`src/rtl/core/isd_pkg.sv`:
```
`timescale 1ns / 1ps
// ----------------------------------------------------------------------------
// isd_pkg
// Shared constants and types for the descending insertion sorter.
// ----------------------------------------------------------------------------
package isd_pkg;

    localparam int DEPTH      = 32;
    localparam int DATA_WIDTH = 32;
    localparam int CNT_W      = $clog2(DEPTH + 1);

    typedef enum logic [0:0] {
        ST_LOAD,
        ST_EMIT
    } isd_state_t;

    // controller -> datapath
    typedef struct packed {
        logic insert;   // accepted input item, insert or drop its value
        logic pop;      // output transfer, shift the chain up by one
    } isd_cmd_t;

    // datapath -> controller
    typedef struct packed {
        logic             empty;
        logic             last_one;   // exactly one entry left
    } isd_stat_t;

endpackage

```
`src/rtl/core/isd_ctrl.sv`:
```
`timescale 1ns / 1ps
// ----------------------------------------------------------------------------
// isd_ctrl
// Load/emit sequencer: takes items until the end of a set, then drains it.
// ----------------------------------------------------------------------------
module isd_ctrl
    import isd_pkg::*;
(
    input  logic      clk,
    input  logic      rst_n,
    input  logic      in_valid,
    input  logic      is_last,
    output logic      in_stall,
    output logic      out_valid,
    input  logic      out_stall,
    input  isd_stat_t stat,
    output isd_cmd_t  cmd
);

    isd_state_t state_reg;
    isd_state_t state_next;

    always_ff @(posedge clk or negedge rst_n)
    begin
        if (!rst_n)
        begin
            state_reg <= ST_LOAD;
        end
        else
        begin
            state_reg <= state_next;
        end
    end

    always_comb
    begin
        state_next = state_reg;
        unique case (state_reg)
            ST_LOAD:
            begin
                if (in_valid && is_last)
                begin
                    state_next = ST_EMIT;
                end
            end
            ST_EMIT:
            begin
                if (!out_stall && stat.last_one)
                begin
                    state_next = ST_LOAD;
                end
            end
            default:
            begin
                state_next = ST_LOAD;
            end
        endcase
    end

    always_comb
    begin
        in_stall   = 1'b1;
        out_valid  = 1'b0;
        cmd.insert = 1'b0;
        cmd.pop    = 1'b0;
        unique case (state_reg)
            ST_LOAD:
            begin
                in_stall   = 1'b0;
                cmd.insert = in_valid;
            end
            ST_EMIT:
            begin
                out_valid = 1'b1;
                cmd.pop   = !out_stall;
            end
            default:
            begin
                in_stall = 1'b1;
            end
        endcase
    end

    a_emit_nonempty: assert property (@(posedge clk) disable iff (!rst_n)
        (state_reg == ST_EMIT) |-> !stat.empty)
        else $error("emitting from an empty store");

    a_last_starts_emit: assert property (@(posedge clk) disable iff (!rst_n)
        (in_valid && !in_stall && is_last) |=> (state_reg == ST_EMIT))
        else $error("end of set did not start emission");

    a_final_pop_loads: assert property (@(posedge clk) disable iff (!rst_n)
        (cmd.pop && stat.last_one) |=> (state_reg == ST_LOAD) && stat.empty)
        else $error("final transfer did not return to load");

endmodule

```
`src/rtl/core/isd_datapath.sv`:
```
`timescale 1ns / 1ps
// ----------------------------------------------------------------------------
// isd_datapath
// Insertion chain of DEPTH cells, held in descending order, with fill count.
// ----------------------------------------------------------------------------
module isd_datapath
    import isd_pkg::*;
(
    input  logic                         clk,
    input  logic                         rst_n,
    input  isd_cmd_t                     cmd,
    input  logic signed [DATA_WIDTH-1:0] value,
    output isd_stat_t                    stat,
    output logic signed [DATA_WIDTH-1:0] head,
    output logic                         dropped
);

    logic signed [DATA_WIDTH-1:0] cell_reg  [DEPTH];
    logic signed [DATA_WIDTH-1:0] cell_next [DEPTH];
    logic [CNT_W-1:0]             fill_reg;
    logic [CNT_W-1:0]             fill_next;
    logic                         dropped_reg;
    logic                         dropped_next;
    logic [DEPTH-1:0]             below;    // held entry strictly less than value
    logic [DEPTH-1:0]             at_fill;
    logic                         full;

    assign full = (fill_reg == CNT_W'(DEPTH));

    always_comb
    begin
        for (int i = 0; i < DEPTH; i++)
        begin
            below[i]   = (CNT_W'(i) < fill_reg) && (cell_reg[i] < value);
            at_fill[i] = (CNT_W'(i) == fill_reg);
        end
    end

    // every cell decides on its own: take the upper neighbor, the new value, or hold
    always_comb
    begin
        for (int i = 0; i < DEPTH; i++)
        begin
            cell_next[i] = cell_reg[i];
        end
        if (cmd.insert && !full)
        begin
            if (below[0] || at_fill[0])
            begin
                cell_next[0] = value;
            end
            for (int i = 1; i < DEPTH; i++)
            begin
                if (below[i-1])
                begin
                    cell_next[i] = cell_reg[i-1];
                end
                else if (below[i] || at_fill[i])
                begin
                    cell_next[i] = value;
                end
            end
        end
        else if (cmd.pop)
        begin
            for (int i = 0; i < DEPTH - 1; i++)
            begin
                cell_next[i] = cell_reg[i+1];
            end
        end
    end

    always_comb
    begin
        fill_next    = fill_reg;
        dropped_next = dropped_reg;
        if (cmd.insert)
        begin
            if (full)
            begin
                dropped_next = 1'b1;
            end
            else
            begin
                fill_next = fill_reg + CNT_W'(1);
            end
        end
        else if (cmd.pop)
        begin
            fill_next = fill_reg - CNT_W'(1);
            if (stat.last_one)
            begin
                dropped_next = 1'b0;
            end
        end
    end

    always_ff @(posedge clk)
    begin
        for (int i = 0; i < DEPTH; i++)
        begin
            cell_reg[i] <= cell_next[i];
        end
    end

    always_ff @(posedge clk or negedge rst_n)
    begin
        if (!rst_n)
        begin
            fill_reg    <= '0;
            dropped_reg <= 1'b0;
        end
        else
        begin
            fill_reg    <= fill_next;
            dropped_reg <= dropped_next;
        end
    end

    assign stat.empty    = (fill_reg == '0);
    assign stat.last_one = (fill_reg == CNT_W'(1));
    assign head          = cell_reg[0];
    assign dropped       = dropped_reg;

    a_fill_bound: assert property (@(posedge clk) disable iff (!rst_n)
        fill_reg <= CNT_W'(DEPTH))
        else $error("fill count beyond store depth");

    a_insert_grows: assert property (@(posedge clk) disable iff (!rst_n)
        (cmd.insert && !full) |=> fill_reg == $past(fill_reg) + CNT_W'(1))
        else $error("insert did not grow the store");

    a_drop_flags: assert property (@(posedge clk) disable iff (!rst_n)
        (cmd.insert && full) |=> dropped_reg && $stable(fill_reg))
        else $error("drop into full store mishandled");

    a_order: assert property (@(posedge clk) disable iff (!rst_n)
        (fill_reg >= CNT_W'(2)) |-> !(cell_reg[0] < cell_reg[1]))
        else $error("head entries out of order");

endmodule

```
`src/rtl/core/insertion_sort_descending_top.sv`:
```
`timescale 1ns / 1ps
// ----------------------------------------------------------------------------
// insertion_sort_descending_top
// Descending insertion sorter of signed values, sets of up to DEPTH entries.
// ----------------------------------------------------------------------------
// Each input transfer inserts one signed value into a chain of DEPTH cells
// that compare against it in parallel, so one item is taken per cycle while loading.
// The item flagged is_last ends the set: the block then stalls its input and
// emits the n held values largest first, one per cycle when the output is not
// stalled, with last_out on the smallest. Equal values keep arrival order.
// Values that arrive once the store is full are dropped and overflow is set
// on every result of that set.
module insertion_sort_descending_top
    import isd_pkg::*;
(
    input  logic                         clk,
    input  logic                         rst_n,
    input  logic                         in_valid,
    output logic                         in_stall,
    input  logic signed [DATA_WIDTH-1:0] value,
    input  logic                         is_last,
    output logic                         out_valid,
    input  logic                         out_stall,
    output logic signed [DATA_WIDTH-1:0] sorted_value,
    output logic                         last_out,
    output logic                         overflow
);

    isd_cmd_t  cmd;
    isd_stat_t stat;

    isd_ctrl u_ctrl (
        .clk       (clk),
        .rst_n     (rst_n),
        .in_valid  (in_valid),
        .is_last   (is_last),
        .in_stall  (in_stall),
        .out_valid (out_valid),
        .out_stall (out_stall),
        .stat      (stat),
        .cmd       (cmd)
    );

    isd_datapath u_datapath (
        .clk     (clk),
        .rst_n   (rst_n),
        .cmd     (cmd),
        .value   (value),
        .stat    (stat),
        .head    (sorted_value),
        .dropped (overflow)
    );

    assign last_out = stat.last_one;

endmodule

```
`config.mk`:
```
export PLATFORM = sky130hd
export DESIGN_NAME = insertion_sort_descending_top
export DESIGN_NICKNAME = d
export VERILOG_FILES = /design/src/rtl/core/isd_pkg.sv /design/src/rtl/core/isd_ctrl.sv /design/src/rtl/core/isd_datapath.sv /design/src/rtl/core/insertion_sort_descending_top.sv
export SDC_FILE = /design/constraint.sdc
export NUM_CORES = 2
export LEC_CHECK = 0
export BUFFER_PORTS_ARGS = -buffer_cell sky130_fd_sc_hd__buf_2
export CORE_ASPECT_RATIO = 2
export CORE_MARGIN = 2
export CORE_UTILIZATION = 55
export CTS_BUF_LIST = sky130_fd_sc_hd__clkbuf_8
export DETAILED_ROUTE_END_ITERATION = 8
export PLACE_DENSITY_LB_ADDON = 0.25
export SYNTH_ARGS = -nofsm -noshare
export SYNTH_HDL_FRONTEND = slang
export SYNTH_HIERARCHICAL = 1
export SYNTH_SLANG_ARGS = --single-unit
```
`constraint.sdc`:
```
create_clock -name clk -period 4.7 [get_ports clk]
set_clock_uncertainty 0.05 [all_clocks]
set_input_delay 0.235 -clock clk [delete_from_list [all_inputs] [get_ports clk]]
set_output_delay 0.235 -clock clk [all_outputs]
set_load 0.05 [all_outputs]
```
# --- Yosys cells after proc, flatten, opt, wreduce, memory -nomap -nowiden ---
# Memory sizes are Yosys's and may differ from the RTL's.
# Cells that the tools add are included.
totals:
  reg_bits: 8
  output_inout_bits: 36
  ramBits: 1024
  input_bits: 37
  romBits: 0
  elab_cells: 259
  memories: 1
  latch_bits: 0
op_classes:
  n_lt_le_gt_ge: 64
  add_sub_neg: 2
  reduce_logical: 74
  div: 0
  bitwise: 1
  mul: 0
  eq_ne: 35
  shifts: 0
  n_mux: 79
mem_list:
  columns: ["memory", "words", "width", "rd", "rd_clocked_by_memory_dff", "write_ports", "line", "text"]
  rows:
  - ["u_datapath.cell_reg", 32, 32, 32, 0, 32, "isd_datapath.sv:18", "logic signed [DATA_WIDTH-1:0] cell_reg [DEPTH];"]
ops:
  columns: ["operator", "n"]
  rows:
  - ["2-to-1 mux 32 bit", 64]
  - ["2-to-1 mux 992 bit", 2]
  - ["less-than comparator 32 bit", 32]
  - ["equality test 5 x 6 -> 1 bit, first input constant", 16]
  - ["less-than comparator 5 x 6 -> 1 bit, first input constant", 16]
  - ["equality test 4 x 6 -> 1 bit, first input constant", 8]
  - ["less-than comparator 4 x 6 -> 1 bit, first input constant", 8]
  - ["logical AND 1 bit", 35]
  - ["logical OR 1 bit", 32]
  - ["equality test 3 x 6 -> 1 bit, first input constant", 4]
  - ["less-than comparator 3 x 6 -> 1 bit, first input constant", 4]
  - ["2-to-1 mux 6 bit", 3]
  - ["equality test 2 x 6 -> 1 bit, first input constant", 2]
  - ["less-than comparator 1 x 6 -> 1 bit, first input constant", 2]
  - ["less-than comparator 2 x 6 -> 1 bit, first input constant", 2]
  - ["2-to-1 mux 1 bit", 9]
  - ["adder 6 x 1 -> 6 bit, second input constant", 1]
  - ["equality test 1 x 6 -> 1 bit, first input constant", 1]
  - ["equality test 6 x 1 -> 1 bit, second input constant", 1]
  - ["equality test 6 bit, second input constant", 1]
  - ["logical NOT 6 bit", 1]
  - ["subtractor 6 x 1 -> 6 bit, second input constant", 1]
  - ["inequality test 2 bit, second input constant", 2]
  - ["nonzero test 2 bit", 2]
  - ["other kinds (5)", 6]

# --- Depth between registers and ports, before layout ---
depth:
  ltp_word: 6
  ltp_mapped: 14

# --- Cells and area by module ---
# Netlist, hierarchy kept.
modules_own_cells:
  columns: ["mod", "seq_area_each_um2", "instances", "area_per_inst_um2", "cells_each"]
  rows:
  - ["isd_datapath", 30924.7, 1, 73733.2, 7421]
  - ["isd_ctrl", 25.0, 1, 68.8, 6]

# --- Worst setup path before layout ---
# No wires, ideal clock.
synth_path:
  path_kind: "in2reg"
  from: "input port value[7]"
  to: "memory u_datapath.cell_reg[28][0], in the netlist u_datapath/cell_reg[1][384] (enable)"
  required_ps: 4209
  setup_slack_ps: -844
  n_path_buf: 2
  arrival_ps: 5054
  path_stages: 13
  path_cell_list: "clkbuf_1 > inv_1 > ha_1 > and3_1 > a221o_1 > a221o_1 > a41oi_1 > o21ai_0 > a21oi_1 > mux2i_1 > clkbuf_1 > inv_1 > a31oi_1"
synth_lines:
  columns: ["element", "line", "text"]
  rows:
  - ["from (decl)", "insertion_sort_descending_top.sv:20", "input logic signed [DATA_WIDTH-1:0] value,"]
  - ["to (decl)", "isd_datapath.sv:18", null]

==> metrics <==
drc violations=0; time the worst path needs with I/O delays and setup=4.80 ns; share of synthesized area occupied by flip-flops and latches=41.9%; Post-Synthesis Net Count=~8,500; number of vias per cell after detailed routing=6.73; Sw Ratio=46.4%; Worst R2R Path Depth=10; R2R Path End=u_datapath/cell_reg[1][267]$_DFFE_PP_; Data arrival, critical path=5.29 ns; number of antenna-violating nets in the routed design=0; R2R Path Start=u_datapath/cell_reg[1][230]$_DFFE_PP_; Critical Path RT=a little over 5 ns; WL/cell=27.0 um; RSZ-0062 raised after global routing=false; largest voltage drop on the vdd net=0.671 mV; via count of the first global-routing pass=approximately 63,000; antenna violations before repair=4; cell count after synthesis=7,427; final hold viol count=0; fraction of the cycle the final worst path needs=102%; leakage=35.4 nW; CTS Buf Count=~170; Clock Path Buffers=4; category of the critical setup timing path=input pin to register; count of maximum capacitance violations=0; yosys synthesis warning count=6; cell area power density=between 700 and 800 nW/um^2; #FFs+latches synth=1,032; Post-synth EDFFs=1,024; Post-Route WL=251,000 um; initial core utilization=55.2%; hold slack final=0.0646 ns; # setup viols final=24; Final Max Slew Viols=0; net count of the finished layout=approximately 8,500; Die X=263 um; share of total power in combinational logic=51.7%; Filler Cells Inserted=11,450; minimum setup slack among reg-to-reg paths=approximately 0.04 ns; sequential fraction of design power=35.8%; Pre-Repair DR Iteration Count=6; DR iter-0 viols=between 5,000 and 6,000; core area=134,000 um^2; fraction of layout instances using a drive strength above 1=8.66%; std cell rows=190; gr usage total=a little over a third; TritonCTS clock tree=built; Remaining Overflow, GRT=0; final cell utilization of the core=60.6%; f_max=208 MHz; max-slew headroom at the worst pin=between 10% and 20%; die outline area=137,000 um^2; destination of the worst hold path=u_datapath/cell_reg[1][28]$_DFFE_PP_; worst-skew pair later-pin latency=0.90 ns; mean cell area of the mapped netlist=9.94 um^2; part of the total power dissipated in the clock network=12.4%; post-synthesis cell type count=71; Int Power=31.9 mW; Buffers on Ports=72; area overhead of the layout relative to synthesis=9.70%; run status=finished, violations left; classification of the worst-slack hold path=input pin to register; Die Y=522 um; proportion of register bits with asynchronous set or reset after synthesis=less than 1%; flip-flop cell with the highest count after synthesis=edfxtp_1; # H-tree levels=4; clock-pin transition on the worst setup and hold timing paths=0.07 ns; RePlAce Congestion=0.964; critical path fanouts, max=24; maximum number of pins on one net before global-route repair=between 200 and 250; root buffer cell=clkbuf_8; wire length of the first global-routing pass=roughly 380,000 um; critical path launch point type=input pin; DPL Wire Length=190,000 um; worst hold start=value[28]; routed vias=62,496; slew of the pin with the lowest slew margin=roughly 1.3 ns; flip-flop count of the largest register after layout=around 1,000; count of non-filler cells in the finished layout=between 9,000 and 10,000; CTS sink count=around 1,000; IO Count=73; violated checks=setup timing; Post-Syn Area=73,800 um^2; count of placed standard cells including taps=8,982; setup slack of the critical path after layout=-0.102 ns; worst hold path stage count=4; Sw Pwr=27.7 mW; Critical Path End Type=register
[per-layer routing]
| metal | part of all wire (%) | routed length, um | vias up | global-route usage (%) |
|---|---|---|---|---|
| li1 | - | - | 28369 | - |
| met1 | 33 | 82800 | 30267 | 35.8 |
| met2 | 50 | 126000 | 2822 | 63.0 |
| met3 | 5.5 | 13900 | 1038 | 4.64 |
| met4 | 11 | 27700 | 0 | 35.5 |
| met5 | 0 | 0 | - | 0 |
[what timing repair did]
action,CTS,global route
setup buffers,0,0
gates cloned,0,0
gates resized for setup,2,2
hold buffers,28,0
setup endpoints to repair,76,90
endpoints found under the hold margin,172,0
[metrics by stage]
stage | area (um^2) | setup WS [ns] | power (mW) | TNS (ns)
3_5_place_dp | 77800 | -0.661 | 51.7 | -46.54
3_3_place_gp | 77800 | -0.619 | 50.4 | -45.50
2_1_floorplan | 74000 | 0.0223 | 40.3 | 0
4_1_cts | 80900 | 0.287 | 59.1 | 0
6_report | 81000 | -0.102 | 59.6 | -2.02
5_1_grt | 81000 | 0.0291 | 63.0 | 0
[synthesized netlist by cell type, types with 5 or more instances]
| master | n | area (um^2) |
|---|---|---|
| and4_1 | 25 | 219 |
| inv_1 | 51 | 191 |
| nor3_1 | 41 | 205 |
| xor2_1 | 6 | 52.6 |
| dfrtp_1 | 8 | 200 |
| or4_1 | 5 | 37.5 |
| mux2_2 | 5 | 56.3 |
| o21a_1 | 14 | 105 |
| nor3b_1 | 5 | 37.5 |
| a2111oi_0 | 13 | 114 |
| nand4_1 | 149 | 932 |
| a211o_1 | 15 | 131 |
| buf_4 | 45 | 338 |
| and2_1 | 9 | 56.3 |
| buf_1 | 89 | 334 |
| nor2b_1 | 29 | 181 |
| and3_1 | 15 | 93.8 |
| o2111ai_1 | 12 | 105 |
| nor2_1 | 177 | 664 |
| nand2b_1 | 41 | 257 |
| a211oi_1 | 52 | 390 |
| o31ai_1 | 7 | 52.6 |
| o21bai_1 | 9 | 67.6 |
| nor4_1 | 12 | 75.1 |
| a21o_1 | 262 | 1970 |
| a31oi_1 | 35 | 219 |
| ha_1 | 996 | 12500 |
| clkbuf_1 | 347 | 1300 |
| nand3_1 | 465 | 2330 |
| o22ai_1 | 38 | 238 |
| mux2i_1 | 487 | 4870 |
| or3_1 | 13 | 81.3 |
| or2_2 | 6 | 37.5 |
| o21ai_0 | 616 | 3080 |
| a21oi_1 | 418 | 2090 |
| o21ai_1 | 89 | 445 |
| a221o_1 | 11 | 110 |
| a41oi_1 | 14 | 123 |
| buf_2 | 65 | 325 |
| buf_6 | 6 | 67.6 |
| edfxtp_1 | 1024 | 30700 |
| xnor2_1 | 6 | 52.6 |
| a221oi_1 | 16 | 140 |
| o211ai_1 | 432 | 3240 |
| nand2_1 | 1198 | 4500 |
[power groups by stage]
stage / Clock, mW / Combinational [mW] / Sequential [mW]
3_3_place_gp: 0 / 29.2 / 21.3
3_5_place_dp: 0 / 30.2 / 21.4
2_1_floorplan: 0 / 20.7 / 19.5
6_report: 7.41 / 30.8 / 21.4
4_1_cts: 7.53 / 30.4 / 21.2
5_1_grt: 7.85 / 33.4 / 21.8
[worst max-delay path, stage by stage]
cell and delay, ns:
dlygate4sd3_1 0.52, buf_2 0.14, inv_1 0.46, buf_4 0.43, ha_1 0.29, o2111ai_1 0.42
a21oi_1 0.11, o21ai_0 1.01, nand4_1 0.51, a31oi_4 0.34, nor2_1 0.11, a21oi_4 0.40
buf_12 0.25
[cell type report]
cell class	count	area [um^2]	area share, %
inverter	51	191	0.236
clock buffer	174	2390	2.96
timing repair buffer	407	3770	4.66
multi-input combinational	5792	41000	50.6
antenna	6	15.0	0.0185
sequential	1032	30900	38.2
tap	1728	2160	2.67
clock inverter	100	478	0.590
[layout by cell type (no fill, tap or decap), types with 40 or more instances in the layout]
cell type and n:
o211ai_1 432, inv_1 94, edfxtp_1 1024, a21o_1 261, buf_12 66, nand3_1 465, ha_1 996, a211oi_1 51
nor2_1 171, buf_2 72, buf_4 241, nand2_1 1195, nor3_1 40, clkbuf_8 174, mux2i_1 482, o21ai_1 86
nand2b_1 41, a21oi_1 408, o21ai_0 616, nand4_1 149
[cells by family after synthesis]
logic type,Yosys count,synth area share (%)
simple gates,2203,13.3
xor+xnor,12,0.142
mux,494,6.73
compound gates,2087,17.5
flops,1032,41.9
fa+ha+maj,996,16.9
buf+inv,603,3.47
[worst max path at each step]
stage / startpoint / end / slack (ns) / cells past startpoint
CTS: u_datapath/cell_reg[0][474]$_DFFE_PP_ / u_datapath/cell_reg[0][482]$_DFFE_PP_ / 0.29 / 10
global route: value[2] / u_datapath/cell_reg[1][272]$_DFFE_PP_ / 0.03 / 13
detailed placement: value[30] / u_datapath/cell_reg[0][482]$_DFFE_PP_ / -0.66 / 13
floorplan: value[13] / u_datapath/cell_reg[0][128]$_DFFE_PP_ / 0.02 / 11
finish: value[2] / u_datapath/cell_reg[1][267]$_DFFE_PP_ / -0.10 / 13
global placement: value[30] / u_datapath/cell_reg[0][480]$_DFFE_PP_ / -0.62 / 13
No activity file was read; power rests on OpenSTA's default activity.
